==> config.mk <==
export PLATFORM = sky130hd
export DESIGN_NAME = c8core_disp
export DESIGN_NICKNAME = d
export VERILOG_FILES = /design/src/rtl/c8core_pkg.sv /design/src/rtl/c8core_disp.sv
export SDC_FILE = /design/constraint.sdc
export NUM_CORES = 2
export LEC_CHECK = 0
export BUFFER_PORTS_ARGS = -buffer_cell sky130_fd_sc_hd__buf_2
export CAP_MARGIN = 10
export CORE_ASPECT_RATIO = 0.5
export CORE_MARGIN = 8
export CORE_UTILIZATION = 25
export DETAILED_ROUTE_END_ITERATION = 8
export PLACE_DENSITY = 0.51
export SLEW_MARGIN = 10
export SYNTH_ARGS = -nofsm -noshare
export SYNTH_HDL_FRONTEND = slang
export SYNTH_SLANG_ARGS = --single-unit
==> constraint.sdc <==
create_clock -name clk -period 4.7 [get_ports clk]
set_clock_uncertainty 0.05 [all_clocks]
set_input_delay 0.94 -clock clk [delete_from_list [all_inputs] [get_ports clk]]
set_output_delay 0.94 -clock clk [all_outputs]
set_load 0.02 [all_outputs]
==> src/rtl/c8core_pkg.sv <==
// ----------------------------------------------------------------------------
// c8core_pkg
// shared constants and types for the chip-8 instruction subset core
// ----------------------------------------------------------------------------
`default_nettype none
package c8core_pkg;
  localparam int DISPLAY_WIDTH  = 64;
  localparam int DISPLAY_HEIGHT = 32;
  localparam int MEMORY_BYTES   = 4096;

  localparam int MEM_AW = $clog2(MEMORY_BYTES);
  localparam int ROW_AW = $clog2(DISPLAY_HEIGHT);
  localparam int COL_AW = $clog2(DISPLAY_WIDTH);
  localparam int PIX_CNT = DISPLAY_WIDTH * DISPLAY_HEIGHT;

  localparam logic [1:0] KIND_LOAD = 2'd0;
  localparam logic [1:0] KIND_EXEC = 2'd1;
  localparam logic [1:0] KIND_RPIX = 2'd2;
  localparam logic [1:0] KIND_RREG = 2'd3;

  localparam logic [3:0] OP_SYS  = 4'h0;
  localparam logic [3:0] OP_JP   = 4'h1;
  localparam logic [3:0] OP_LD   = 4'h6;
  localparam logic [3:0] OP_ADD  = 4'h7;
  localparam logic [3:0] OP_LDI  = 4'hA;
  localparam logic [3:0] OP_DRW  = 4'hD;
  localparam logic [15:0] OPC_CLS = 16'h00E0;
  localparam logic [11:0] PC_START = 12'h200;

  typedef struct packed {
    logic          we;
    logic [ROW_AW-1:0] waddr;
    logic [DISPLAY_WIDTH-1:0] wdata;
    logic [ROW_AW-1:0] raddr;
  } disp_req_t;
endpackage
`default_nettype wire

==> src/rtl/c8core_disp.sv <==
// ----------------------------------------------------------------------------
// c8core_disp
// display row memory with per-row valid bits so reset reads as all off
// ----------------------------------------------------------------------------
`default_nettype none
module c8core_disp import c8core_pkg::*; (
  input  wire logic                     clk,
  input  wire logic                     rst_n,
  input  wire logic                     clr,
  input  wire disp_req_t                req,
  output logic      [DISPLAY_WIDTH-1:0] rdata
);
  logic [DISPLAY_WIDTH-1:0] mem [DISPLAY_HEIGHT];
  logic [DISPLAY_HEIGHT-1:0] vld_r;
  logic [DISPLAY_WIDTH-1:0] raw_r;
  logic                     rv_r;
  always_ff @(posedge clk) begin
    if (req.we) mem[req.waddr] <= req.wdata;
    raw_r <= mem[req.raddr];
  end
  always_ff @(posedge clk) begin
    if (!rst_n || clr) begin
      vld_r <= '0;
      rv_r  <= 1'b0;
    end else begin
      rv_r <= vld_r[req.raddr];
      if (req.we) vld_r[req.waddr] <= 1'b1;
    end
  end
  assign rdata = rv_r ? raw_r : '0;
endmodule
`default_nettype wire

-- Word level (Yosys, flattened, before mapping)
Memory sizes are Yosys's and may differ from the RTL's. A register that Yosys moved wholly into a read port is not among the register bits.
Cells that the tools add are included.
Widths: inputs -> output; s select.
- ROM bits: 0
- bits in latches: 0
- logic and storage cells: 17
- bits in writable memories: 2048
- memories: 1
- output and inout port bits: 64
- input bits: 78
- register bits after elaboration: 33
- reduce and logical (&&, ||, !) cells: 3
- order comparisons: 3
- eq/ne operators: 0
- mux-type cells: 7
- div/mod/pow operators: 0
- bitwise logic cells: 1
- $mul: 0
- shifts and indexed selects: 0
- add/sub/neg operators: 0
- memory list (memory ; words ; bits a word ; read ports ; clocked after Yosys merged registers in ; wr ports ; line ; text):
    mem ; 32 ; 64 ; 1 ; 1 ; 1 ; c8core_disp.sv:13 ; logic [DISPLAY_WIDTH-1:0] mem [DISPLAY_HEIGHT];
- operators by type and width (cell ; number):
    $mux 64 ; 1
    $or 32x32->32 ; 1
    $lt 5x6->1 const B ; 2
    $bmux 1 s5 ; 1
    $demux 1 s5 ; 1
    $ge 5x1->1 const B ; 1
    $mux 1 ; 4
    $logic_and 1x1->1 ; 1
    $logic_not 1->1 ; 1
    $logic_or 1x1->1 ; 1

-- Longest topological paths before layout
- depth after elaboration: 5
- mapped depth: 9
- depth with buffers taken out: 4

-- Worst setup path before layout
No wires, ideal clock.
- path kind: input port to flip-flop
- start point: in req[69] in the netlist's numbering
- end point: mem mem[12][0], enable pin
- data required time: 4.162 ns
- buffers on the path: 1
- slack: -0.144 ns
- library setup time: 0.488 ns
- data arrival time: 4.306 ns
- stages: 3
- path through: or3b_2 -> clkbuf_1 -> nor2_1
- RTL lines (element ; line ; text):
    from (decl) ; c8core_disp.sv:10 ; input wire disp_req_t req,
    to (decl) ; c8core_disp.sv:13 ;
Straight into the memory's write port.

-- Worst setup path after layout
- start point: reg rv_r
- end point: out rdata[25]
- word-level cells in the longest chain between the ends: 1
- RTL lines (element ; line ; text):
    from (decl) ; c8core_disp.sv:16 ; logic rv_r;
    from (signal assigned) ; c8core_disp.sv:26 ; rv_r <= vld_r[req.raddr];
    $mux 64 ; c8core_disp.sv:30 ; assign rdata = rv_r ? raw_r : '0;
    to (decl) ; c8core_disp.sv:11 ; output logic [DISPLAY_WIDTH-1:0] rdata
Every way passes these cells.

==> metrics <==
most instantiated library cell after synthesis=edfxtp_1; CP Cell Sequence=buf_4 > and2_1 > buf_2; status=finished clean; Worst Hold Depth=2; routability congestion estimate=0.7081; TritonCTS Buffers=approximately 220; post-synthesis xor/xnor area fraction=0; nets@finish=3707; share of post-route cells with drive strength above 1=0.3422; CTS resizes=0; family with the most delay on the worst path=flip-flops; crit path capture type=output port; crit path DAT=2.65 ns; Slew Viols, Final=0; ys flop type=edfxtp_1; post-synth top area share=0.7628; I/O Buffers=141; Distinct cells, synth=33; largest net degree at the start of global routing=97; power share of the clock group=0.422; Combinational Power Share=0.045; RR Endpoint=raw_r[2]; DRT iter0 DRCs=roughly 3800; DR pass1 iterations=5; global-route wire length before repair=300300 µm; Syn Area/Cell=24.39 µm²; Seq/Total Area, Yosys=0.7869; Worst Hold Class=reg -> reg; largest cells by area after synthesis=edfxtp_1, mux4_2, dfxtp_1; FF+latch count, synth=2145; Worst R2R Start=mem[5][2]; die width=819.1 µm; Ys Warns=0; Compound-Gate Fraction of Synth Area=0.005882; initial core utilization=0.2512; IO Pins=about 140; Hold-fix buffers, CTS=0; die area=342000 µm²; area leader, netlist=edfxtp_1; P_leak=~29 nW; total track usage=0.1216; synthesized net count=3384; area delta synth->final=17.78%; vias per cell=4.520; switching share of power=0.2065; Netlist Area Pre-Place=around 81000 µm²; Routed wire per std cell=roughly 26 µm; standard-cell row count=147; vias in the first global route=38779; final wirelength=~210000 µm; Async SR Flop Fraction=0; Vias=36808; DRC violations left=0; fin util=0.2959; post-synthesis simple-gate area fraction=0.01214; Worst slew margin=0.2873; hold path endpoint=vld_r[26]; CP required=3.71 ns; main combinational cell family by area after synthesis=multiplexers; reg2reg setup slack=2.83 ns; Root Driver=clkbuf_16; Final Hold Viols=0; Worst Tran Pin Value=1.069 ns; fmax=274.8 MHz; worst-path maximum fanout=36; CTS Buffer Depth=3; H-tree levels=4; Detail Placement HPWL=around 110000 µm; RSZ-0062 raised after global routing=no; post-CTS setup buffer count=0; antenna-violating nets left=0; slowest stage delay, CP=about 0.8 ns; slowest CP cell=dfxtp_4; grt total ovfl=0; WS Path Type=reg -> out; worst vdd ir=0.4277 mV; post-layout min period=3.639 ns; initial antenna violation count=30; multiplexer share of the synthesized area=0.1844; period utilisation layout=0.7742; core area=321000 µm²; Startpoint Class=flip-flop; Chip Height=417.6 µm; fill cell count=30796; power per cell area=422.0 nW/µm²; switching power=between 8 and 9 mW; area share of fa/ha/maj cells after synthesis=0; clk slew on worst S/H paths=0.06 ns; hold_sp=vld_r[26]; final setup vio count=0; hold_ws=0.4154 ns; Max Cap Violations=0; path depth of the worst reg2reg path=3; Int Pwr=31.80 mW; Synth Instances=3306; Post-Layout Inst Area=94960 µm²; Commonest cells post-synth=edfxtp_1, mux4_2, dfxtp_1, nor2_1, mux2_2; EDFF count, synth=approximately 2000; sequential share of power=0.532; Placed Area=87970 µm²; clk_lat worst skew=0.84 ns; Critical path buffers and inverters=2; clk sink count=2145; Setup TNS=0 ns; CTS tree=yes
[worst max-delay path by stage]
| stage | start | endpoint | slack [ns] | depth (start not counted) |
|---|---|---|---|---|
| 6_report | rv_r | rdata[25] | 1.06 | 3 |
| 5_1_grt | rv_r | rdata[14] | 0.93 | 3 |
| 4_1_cts | rv_r | rdata[14] | 0.95 | 3 |
| 3_5_place_dp | req[0] | raw_r[23] | 1.13 | 5 |
| 3_3_place_gp | req[2] | raw_r[50] | 1.11 | 6 |
| 2_1_floorplan | req[69] | mem[12][0] | -0.14 | 3 |
[kinds of logic (layout without fill, tap and decap cells)]
family                 after synthesis  in the layout
AOI/OAI and AO/OA                   64             64
other                                0              4
and+or+nand+nor                    202            202
buffers and inverters              175            688
DFF                               2145           2145
muxes                              720            720
[final cells by class]
class,instances,area (µm²),share of cell area
multi-input cells,986,16560,0.1744
inverters,4,30.03,0.0003162
diodes,4,10.01,0.0001054
clock buffers,292,5916,0.06230
clock inverters,115,1067,0.01124
flip-flops and latches,2145,63440,0.6681
repair buffers,277,2522,0.02656
well taps,4321,5406,0.05693
[flip-flops by register name, indices dropped and copies added (netlist names)]
signal / cells
rv_r: 1
vld_r: 32
mem: 2048
raw_r: 64
[power by group through the flow]
stage,combinational (mW),clock (mW),sequential [mW]
after floorplan,1.11,0,21.7
after global placement,1.81,0,21.7
after detailed placement,1.85,0,21.7
after CTS,1.85,17.3,21.3
after global routing,1.94,18.0,21.3
final,1.81,16.9,21.3
[cells in the final DEF (no fill, tap or decap), types with 12 or more instances in the layout]
cell / instances
dfxtp_1: 96
mux2i_1: 41
nor2_4: 32
clkbuf_8: 14
clkbuf_1: 58
mux4_2: 605
and2_1: 64
a221oi_1: 21
clkinv_1: 37
o22ai_1: 12
nand2_1: 24
bufinv_16: 18
buf_4: 75
clkbuf_16: 220
buf_12: 61
clkinv_2: 39
edfxtp_1: 2048
buf_2: 137
mux2_2: 74
nor2_1: 63
[layer usage]
layer	up-vias	track usage	part of all wire
li1	14850	-	-
met1	20525	0.1543	0.41
met4	0	0.03098	0.023
met5	-	0	0
met2	1114	0.2198	0.52
met3	319	0.01494	0.044
[through the flow]
step	total power, mW	std cells	setup WS (ns)
finish	40.07	8144	1.061
global route	41.27	8142	0.9270
CTS	40.47	8140	0.9460
detailed placement	23.59	7733	1.135
global placement	23.54	7733	1.111
floorplan	22.79	3306	-0.1440
[tightest hold or removal path: cells and delay by family, from the launching register on]
family	cells	cell delay, ns
flops	1	0.32
simple gates	2	0.11
Note: power is estimated with default switching activity, not from simulation.
